===== src/rtl/first_fit_region_allocator_core_defines.svh =====
// assertion macros for the region allocator
`ifndef FIRST_FIT_REGION_ALLOCATOR_CORE_DEFINES_SVH
`define FIRST_FIT_REGION_ALLOCATOR_CORE_DEFINES_SVH
`define FFRA_ASSERT_IMPL(label, clk, rst_n, ante, cons, msg) \
    label: assert property (@(posedge clk) disable iff (!rst_n) (ante) |-> (cons)) \
        else $error(msg);
`define FFRA_ASSERT_NEXT(label, clk, rst_n, ante, cons, msg) \
    label: assert property (@(posedge clk) disable iff (!rst_n) (ante) |=> (cons)) \
        else $error(msg);
`endif


===== src/rtl/ffra_pkg.sv =====
// types and constants of the region allocator
`timescale 1ns / 1ps
`default_nettype none
package ffra_pkg;
    localparam logic [1:0] FUNC_ALLOC   = 2'd0;
    localparam logic [1:0] FUNC_FREE    = 2'd1;
    localparam logic [1:0] FUNC_COMPACT = 2'd2;
    localparam logic [1:0] FUNC_UNUSED  = 2'd3;
    localparam logic [1:0] ST_OK      = 2'd0;
    localparam logic [1:0] ST_NOSPACE = 2'd1;
    localparam logic [1:0] ST_MOVE    = 2'd2;
    localparam logic [31:0] TOTAL_SIZE_RESET = 32'd16777216;

    typedef enum logic [2:0] {
        S_IDLE,
        S_READ,
        S_SCAN,
        S_SHIFT,
        S_OUT
    } state_t;

    typedef struct packed {
        logic [31:0] offset;
        logic [31:0] length;
        logic [15:0] owner;
    } entry_t;

    typedef struct packed {
        logic [1:0]  status;
        logic [31:0] offset;
        logic [31:0] old_offset;
        logic [31:0] move_length;
        logic [15:0] moved_id;
        logic        last;
    } result_t;
endpackage
`default_nettype wire


===== src/rtl/ffra_table_ram.sv =====
// region table memory, one write port, one registered read port
`timescale 1ns / 1ps
`default_nettype none
module ffra_table_ram #(
    parameter int DEPTH = 32,
    parameter int AW = 5
) (
    input  wire logic             clk,
    input  wire logic             we,
    input  wire logic [AW-1:0]    waddr,
    input  wire ffra_pkg::entry_t wdata,
    input  wire logic [AW-1:0]    raddr,
    output ffra_pkg::entry_t      rdata
);
    ffra_pkg::entry_t mem [DEPTH];

    always_ff @(posedge clk)
    begin
        if (we)
        begin
            mem[waddr] <= wdata;
        end
        rdata <= mem[raddr];
    end
endmodule
`default_nettype wire


===== src/rtl/first_fit_region_allocator_core.sv =====
// Region allocator keeping a sorted table of (offset, length, owner) in one
// synchronous memory. One operation at a time; apart from an allocate into a
// full table, which fails at once, each walks the table with one memory read
// per entry. When allocate inserts, the scan stops at the insert position and
// the shift walks the entries above it, so the two cover the table once. Free
// compacts the table in the same pass; compact stalls while the sink holds back
// a move beat. The next beat is accepted the cycle after the last result beat
// leaves. The number of regions in the table is at most MAX_REGIONS. The single
// memory read port sets the pace.
`timescale 1ns / 1ps
`default_nettype none
`include "first_fit_region_allocator_core_defines.svh"
module first_fit_region_allocator_core #(
    parameter int MAX_REGIONS = 32
) (
    input  wire logic         clk,
    input  wire logic         rst_n,
    input  wire logic         cfg_we,
    input  wire logic [31:0]  cfg_wdata,
    input  wire logic         s_tvalid,
    output logic              s_tready,
    // region_id[15:0], byte_count[47:16]
    input  wire logic [47:0]  s_tdata,
    // func[1:0]
    input  wire logic [1:0]   s_tuser,
    output logic              m_tvalid,
    input  wire logic         m_tready,
    // offset[31:0], old_offset[63:32], move_length[95:64], moved_id[111:96]
    output logic [111:0]      m_tdata,
    // status[1:0]
    output logic [1:0]        m_tuser,
    output logic              m_tlast
);
    localparam int AW = (MAX_REGIONS > 1) ? $clog2(MAX_REGIONS) : 1;
    localparam int CW = $clog2(MAX_REGIONS + 1);
    localparam logic [CW-1:0] MAXC = CW'(MAX_REGIONS);

    ffra_pkg::state_t state_reg, state_next;
    logic [31:0]   total_size_reg;
    logic [CW-1:0] count_reg, count_next;
    logic [CW-1:0] rd_reg, rd_next;     // read index
    logic [CW-1:0] wr_reg, wr_next;     // write index (free), position (alloc)
    logic [32:0]   cursor_reg, cursor_next;
    logic [1:0]    func_reg;
    logic [15:0]   id_reg;
    logic [31:0]   bytes_reg;
    logic          found_reg, found_next;
    logic          done_next;
    ffra_pkg::result_t res_reg, res_next;
    logic          res_valid_reg, res_valid_next;

    logic             we;
    logic [AW-1:0]    waddr, raddr;
    ffra_pkg::entry_t wdata, rdata;
    logic             accept;

    ffra_table_ram #(.DEPTH(MAX_REGIONS), .AW(AW)) u_ram (
        .clk(clk), .we(we), .waddr(waddr), .wdata(wdata),
        .raddr(raddr), .rdata(rdata)
    );

    assign s_tready = (state_reg == ffra_pkg::S_IDLE) && !res_valid_reg;
    assign accept   = s_tvalid && s_tready;
    assign m_tvalid = res_valid_reg;
    assign m_tuser  = res_reg.status;
    assign m_tlast  = res_reg.last;
    assign m_tdata  = {res_reg.moved_id, res_reg.move_length, res_reg.old_offset,
                       res_reg.offset};

    always_ff @(posedge clk or negedge rst_n)
    begin
        if (!rst_n)
        begin
            total_size_reg <= ffra_pkg::TOTAL_SIZE_RESET;
        end
        else if (cfg_we)
        begin
            total_size_reg <= cfg_wdata;
        end
    end

    always_ff @(posedge clk or negedge rst_n)
    begin
        if (!rst_n)
        begin
            state_reg     <= ffra_pkg::S_IDLE;
            count_reg     <= '0;
            res_valid_reg <= 1'b0;
        end
        else
        begin
            state_reg     <= state_next;
            count_reg     <= count_next;
            res_valid_reg <= res_valid_next;
        end
    end

    always_ff @(posedge clk)
    begin
        if (accept)
        begin
            func_reg  <= s_tuser;
            id_reg    <= s_tdata[15:0];
            bytes_reg <= s_tdata[47:16];
        end
        rd_reg     <= rd_next;
        wr_reg     <= wr_next;
        cursor_reg <= cursor_next;
        found_reg  <= found_next;
        res_reg    <= res_next;
    end

    // next state
    always_comb
    begin
        state_next = state_reg;
        unique case (state_reg)
            ffra_pkg::S_IDLE:
            begin
                if (accept)
                begin
                    state_next = ffra_pkg::S_READ;
                end
            end
            ffra_pkg::S_READ:
            begin
                state_next = ffra_pkg::S_SCAN;
            end
            ffra_pkg::S_SCAN:
            begin
                if (done_next)
                begin
                    state_next = found_next && func_reg == ffra_pkg::FUNC_ALLOC
                                 ? ffra_pkg::S_SHIFT : ffra_pkg::S_OUT;
                end
            end
            ffra_pkg::S_SHIFT:
            begin
                if (wr_reg == rd_reg)
                begin
                    state_next = ffra_pkg::S_OUT;
                end
            end
            ffra_pkg::S_OUT:
            begin
                if (!res_valid_reg)
                begin
                    state_next = ffra_pkg::S_IDLE;
                end
            end
            default:
            begin
                state_next = ffra_pkg::S_IDLE;
            end
        endcase
    end

    // datapath and outputs
    always_comb
    begin
        logic [32:0] ro;
        logic [32:0] gap;
        logic        stall;
        logic        in_range;
        count_next     = count_reg;
        rd_next        = rd_reg;
        wr_next        = wr_reg;
        cursor_next    = cursor_reg;
        found_next     = found_reg;
        done_next      = 1'b0;
        res_next       = res_reg;
        res_valid_next = res_valid_reg && !m_tready;
        we             = 1'b0;
        waddr          = rd_reg[AW-1:0];
        wdata          = rdata;
        raddr          = rd_reg[AW-1:0];
        ro             = {1'b0, rdata.offset};
        gap            = (ro >= cursor_reg) ? ro - cursor_reg : 33'd0;
        stall          = res_valid_reg && !m_tready;
        in_range       = rd_reg < count_reg;
        unique case (state_reg)
            ffra_pkg::S_IDLE:
            begin
                rd_next     = '0;
                wr_next     = '0;
                cursor_next = '0;
                found_next  = 1'b0;
                raddr       = '0;
            end
            ffra_pkg::S_READ:
            begin
                // rdata holds entry 0 next cycle
                raddr = rd_reg[AW-1:0];
            end
            ffra_pkg::S_SCAN:
            begin
                unique case (func_reg)
                    ffra_pkg::FUNC_ALLOC:
                    begin
                        if (count_reg >= MAXC)
                        begin
                            done_next = 1'b1;
                        end
                        else if (in_range && gap >= {1'b0, bytes_reg})
                        begin
                            found_next = 1'b1;
                            done_next  = 1'b1;
                            wr_next    = rd_reg;
                            rd_next    = count_reg;
                        end
                        else if (in_range)
                        begin
                            cursor_next = ro + {1'b0, rdata.length};
                            rd_next     = rd_reg + 1'b1;
                            raddr       = AW'(rd_reg + 1'b1);
                        end
                        else
                        begin
                            done_next = 1'b1;
                            if (cursor_reg + {1'b0, bytes_reg} <= {1'b0, total_size_reg})
                            begin
                                found_next = 1'b1;
                                wr_next    = count_reg;
                                rd_next    = count_reg;
                            end
                        end
                        if (done_next && found_next)
                        begin
                            // start shift at top: read entry count-1
                            raddr = AW'(count_reg - 1'b1);
                        end
                    end
                    ffra_pkg::FUNC_FREE:
                    begin
                        if (in_range)
                        begin
                            if (rdata.owner != id_reg)
                            begin
                                we      = 1'b1;
                                waddr   = wr_reg[AW-1:0];
                                wr_next = wr_reg + 1'b1;
                            end
                            rd_next = rd_reg + 1'b1;
                            raddr   = AW'(rd_reg + 1'b1);
                        end
                        else
                        begin
                            count_next = wr_reg;
                            done_next  = 1'b1;
                        end
                    end
                    ffra_pkg::FUNC_COMPACT:
                    begin
                        if (!in_range)
                        begin
                            done_next = 1'b1;
                        end
                        else if (!stall)
                        begin
                            if (ro != {1'b0, cursor_reg[31:0]})
                            begin
                                we                      = 1'b1;
                                wdata.offset            = cursor_reg[31:0];
                                res_next.status         = ffra_pkg::ST_MOVE;
                                res_next.offset         = cursor_reg[31:0];
                                res_next.old_offset     = rdata.offset;
                                res_next.move_length    = rdata.length;
                                res_next.moved_id       = rdata.owner;
                                res_next.last           = 1'b0;
                                res_valid_next          = 1'b1;
                            end
                            cursor_next = {1'b0, cursor_reg[31:0]} + {1'b0, rdata.length};
                            rd_next     = rd_reg + 1'b1;
                            raddr       = AW'(rd_reg + 1'b1);
                        end
                    end
                    default:
                    begin
                        done_next = 1'b1;
                    end
                endcase
            end
            ffra_pkg::S_SHIFT:
            begin
                // rdata holds entry rd_reg-1; write it to rd_reg
                we    = 1'b1;
                waddr = rd_reg[AW-1:0];
                if (wr_reg == rd_reg)
                begin
                    wdata.offset = cursor_reg[31:0];
                    wdata.length = bytes_reg;
                    wdata.owner  = id_reg;
                    count_next   = count_reg + 1'b1;
                end
                else
                begin
                    rd_next = rd_reg - 1'b1;
                    raddr   = AW'(rd_reg - 2'd2);
                end
            end
            ffra_pkg::S_OUT:
            begin
                if (!res_valid_reg)
                begin
                    res_valid_next       = 1'b1;
                    res_next.status      = ffra_pkg::ST_OK;
                    res_next.offset      = '0;
                    res_next.old_offset  = '0;
                    res_next.move_length = '0;
                    res_next.moved_id    = '0;
                    res_next.last        = 1'b1;
                    if (func_reg == ffra_pkg::FUNC_ALLOC)
                    begin
                        if (found_reg)
                        begin
                            res_next.offset = cursor_reg[31:0];
                        end
                        else
                        begin
                            res_next.status = ffra_pkg::ST_NOSPACE;
                        end
                    end
                end
            end
            default:
            begin
            end
        endcase
    end

    `FFRA_ASSERT_IMPL(a_count_range, clk, rst_n, 1'b1, count_reg <= MAXC,
        "region count beyond table depth")
    `FFRA_ASSERT_IMPL(a_grow_one, clk, rst_n, count_reg > $past(count_reg),
        count_reg == $past(count_reg) + 1'b1, "table grew by more than one entry")
    `FFRA_ASSERT_IMPL(a_ready_idle, clk, rst_n, s_tready,
        state_reg == ffra_pkg::S_IDLE && !m_tvalid, "ready while busy")
endmodule
`default_nettype wire

===== config.mk =====
export PLATFORM = sky130hd
export DESIGN_NAME = first_fit_region_allocator_core
export DESIGN_NICKNAME = d
export VERILOG_FILES = /design/src/rtl/ffra_pkg.sv /design/src/rtl/ffra_table_ram.sv /design/src/rtl/first_fit_region_allocator_core.sv
export VERILOG_INCLUDE_DIRS = /design/src /design/src/rtl
export SDC_FILE = /design/constraint.sdc
export NUM_CORES = 2
export LEC_CHECK = 0
export ABC_AREA = 1
export BUFFER_PORTS_ARGS = -buffer_cell sky130_fd_sc_hd__buf_2
export CAP_MARGIN = 0
export CORE_MARGIN = 5
export CORE_UTILIZATION = 30
export CTS_CLUSTER_DIAMETER = 120
export DETAILED_ROUTE_END_ITERATION = 10
export SLEW_MARGIN = 20
export SYNTH_ARGS = -nofsm -noshare
export SYNTH_HDL_FRONTEND = slang
export SYNTH_SLANG_ARGS = --single-unit

===== constraint.sdc =====
create_clock -name clk -period 12.81 [get_ports clk]
set_input_delay 0.6405 -clock clk [delete_from_list [all_inputs] [get_ports clk]]
set_output_delay 0.6405 -clock clk [all_outputs]
set_load 0.005 [all_outputs]

==> impl_metrics.json <==
{
  "outcome": "finished, final reports clean",
  "grt_max_degree": 192,
  "end_kind": "flip-flop",
  "area_delta_synth_final_pct": 14.77,
  "grt_pass1_wl_um": 572700,
  "hold_class": "primary input to flip-flop",
  "slowest_stage": "buf_4",
  "synthesis.nets": 11310,
  "tightest_slew_ns": 1.209,
  "ant_nets": 0,
  "wl_per_cell_um": 23.58,
  "vias_per_cell": 5.217,
  "synth-seq-area-share_pct": 69.09,
  "cpMostUsedCell": "nand2_1",
  "power.leakage_nw": 51.87,
  "cts_inserted_buffers": 301,
  "postSynthAreaPerCell_sq_um": 11.25,
  "critPathMaxFanout": 113,
  "vias": 88002,
  "root_buffer": "clkbuf_16",
  "met1_length_um": 167500,
  "start_util_pct": 30.10,
  "synthCells": 11042,
  "fin_setup_tns_ns": 0,
  "synth-main-ff-cell": "edfxtp_1",
  "cts_tree": "built",
  "grt_antenna_before_repair": 18,
  "clk_pin_slew_ns": 0.07,
  "ys_warn_count": 0,
  "ys_ff_latch": 2893,
  "hold_path_startpoint": "m_tready",
  "synth-async-reset-ratio_pct": 1.452,
  "cp-start-kind": "flip-flop",
  "num_rows": 236,
  "slew_viol_final": 0,
  "top_layer_used": "met5",
  "grt_usage_pct": 17.81,
  "min_period_over_period_pct": 70.46,
  "drc": 0,
  "clock_skew_ns": 0.05937,
  "max_freq_ghz": 0.1108,
  "cts_setup_buffers": 0,
  "nNetsFinal": 11408,
  "drtPass1Iterations": 6,
  "critical_path_class": "flip-flop to flip-flop",
  "cts_sinks": 2893,
  "place_hpwl_um": 197000,
  "hold_violations": 0,
  "rsz0062_at_grt": "no",
  "largest-register": "u_ram.mem",
  "synth-edff-count": 2770,
  "die_y_um": 653.6,
  "clk_latency_ns": 0.92,
  "nFillCells": 40410,
  "grt_pass1_vias": 81268,
  "max-slew-margin-rel_pct": 19.38,
  "irDropWorstVdd_uv": 354.1,
  "layout_commonest_cell": "nand2_1",
  "layout_common_cells": "2967 x nand2_1, 2770 x edfxtp_1, 2626 x nand3_1",
  "crit_required_ns": 13.57,
  "drt-initial-drc-count": 11624,
  "reg2reg_from": "bytes_reg[2]$_DFFE_PP_",
  "wl_um": 397800,
  "cap_violations": 0,
  "netlist_area_sq_mm": 0.1243,
  "grt-ovfl-total": 0,
  "wl_met3_um": 40860,
  "arrival_ns": 9.78,
  "gp_congestion": 0.9242,
  "power_mw": 40.60,
  "die_w_um": 653.6,
  "io_buffers": 203,
  "met2WireLength_um": 177400,
  "die_area_sq_mm": 0.4272,
  "largest_reg_flops": 2560,
  "min_period_ns": 9.026,
  "boundaryPins": 204,
  "cts_buffer_depth": 4,
  "crit_start": "bytes_reg[2]$_DFFE_PP_",
  "power_density_mw_per_mm2": 284.7,
  "coreArea_sq_mm": 0.4128,
  "htree_levels": 5,
  "drive_gt1_share_pct": 8.512,
  "max_stage_delay_ns": 0.85,
  "finalSetupViolations": 0,
  "synth.distinct_cells": 60
}
[layer usage]
layer / GRT usage [%] / vias to the layer above
met5: 0 / -
met4: 5.350 / 4
met3: 2.823 / 698
met2: 27.66 / 4710
met1: 25.60 / 43470
li1: - / 39120
[cells by family (layout without fill, tap and decap cells)]
logic type | count (synthesis) | after routing | share of synthesized area, %
compound gates | 603 | 603 | 2.742
xor+xnor | 75 | 75 | 0.5286
fa+ha+maj | 181 | 181 | 1.841
buf+inv | 1212 | 1554 | 4.168
flops | 2893 | 2893 | 69.09
mux | 1 | 1 | 0.009062
other cells | 0 | 10 | 0
simple gates | 6077 | 6077 | 21.62
[worst paths after layout]
| kind | to | slack [ns] | depth (start not counted) |
|---|---|---|---|
| setup / recovery | u_ram.rdata[73]$_DFF_P_ | 3.78 | 43 |
| hold / removal | m_tvalid$_DFF_PN0_ | 0.17 | 4 |
| setup reg to reg | u_ram.rdata[73]$_DFF_P_ | 3.78 | 43 |
| hold reg to reg | found_reg$_DFF_P_ | 0.51 | 2 |
| max in group asynchronous | total_size_reg[24]$_DFFE_PN1P_ | 12.15 | 2 |
| min in group asynchronous | count_reg[1]$_DFFE_PN0P_ | 0.25 | 2 |
[per-stage QoR]
| step | instances | setup WS (ns) | util (%) | area (sq um) | hold slack (ns) |
|---|---|---|---|---|---|
| 2_1_floorplan | 11042 | 1.890 | - | 124300 | 0.3449 |
| 3_3_place_gp | 16228 | 4.057 | 31.89 | 131700 | 0.4980 |
| 3_5_place_dp | 16228 | 4.063 | 31.90 | 131700 | 0.4970 |
| 4_1_cts | 16858 | 4.021 | 34.49 | 142400 | 0.09734 |
| 5_1_grt | 16863 | 3.274 | 34.54 | 142600 | 0.1653 |
| 6_report | 16868 | 3.784 | 34.55 | 142600 | 0.1745 |
[power breakdown]
part | leakage (nW) | switching (mW) | internal [mW]
Clock | 4.81 | 3.78 | 5.09
Sequential | 26.3 | 0.627 | 12.7
Combinational | 20.8 | 13.5 | 4.92
Total | 51.9 | 17.9 | 22.7
[what timing repair did]
action	CTS	global route
hold buffers	83	0
resized for setup	0	0
hold endpoints to repair	123	0
[Yosys cell counts (all sizes together), types with 4 or more instances]
cell type  count  area [sq um]
a21boi         6         56.31
a21o           9         67.56
a21oi        225          1145
a221oi         4         35.03
a31oi         10         62.56
buf          446          2303
clkbuf       221         829.6
clkinv         6         22.52
dfrtp         41          1026
dfxtp         81          1622
edfxtp      2770         83180
ha           178          2227
inv          539          2023
nand2       2980         11220
nand3       2632         13210
nand3b       149          1119
nand4         20         131.4
nor2         263         989.7
nor3          17         85.08
nor4           6         37.54
o2111ai        4         35.03
o211ai        17         127.6
o21a          13         97.59
o21ai        256          1289
o21bai        10         75.07
o221ai        32         280.3
o22ai          5         31.28
or2            4         25.02
xnor2         22         192.7
xor2          53         464.2
[critical path, delay by kind of cell, from the launching register on]
kind                     cells  cell delay [ns]
XOR/XNOR                     1             0.33
AO/OA/AOI/OAI                8             1.78
AND/OR/NAND/NOR             30             3.76
adder cells (fa/ha/maj)      2             0.79
flip-flops                   1             0.62
buffers and inverters        2             1.33
[cell type report]
type	count	area, sq um	share of cell area, %
inverters	545	2061	1.445
flip-flops and latches	2893	85850	60.20
repair buffers	462	3700	2.594
diodes	10	25.02	0.01755
clock buffers	410	8269	5.798
well taps	5474	6849	4.802
clock inverters	137	1623	1.138
multi-input cells	6937	34240	24.01
Note: power is estimated with default switching activity, not from simulation.
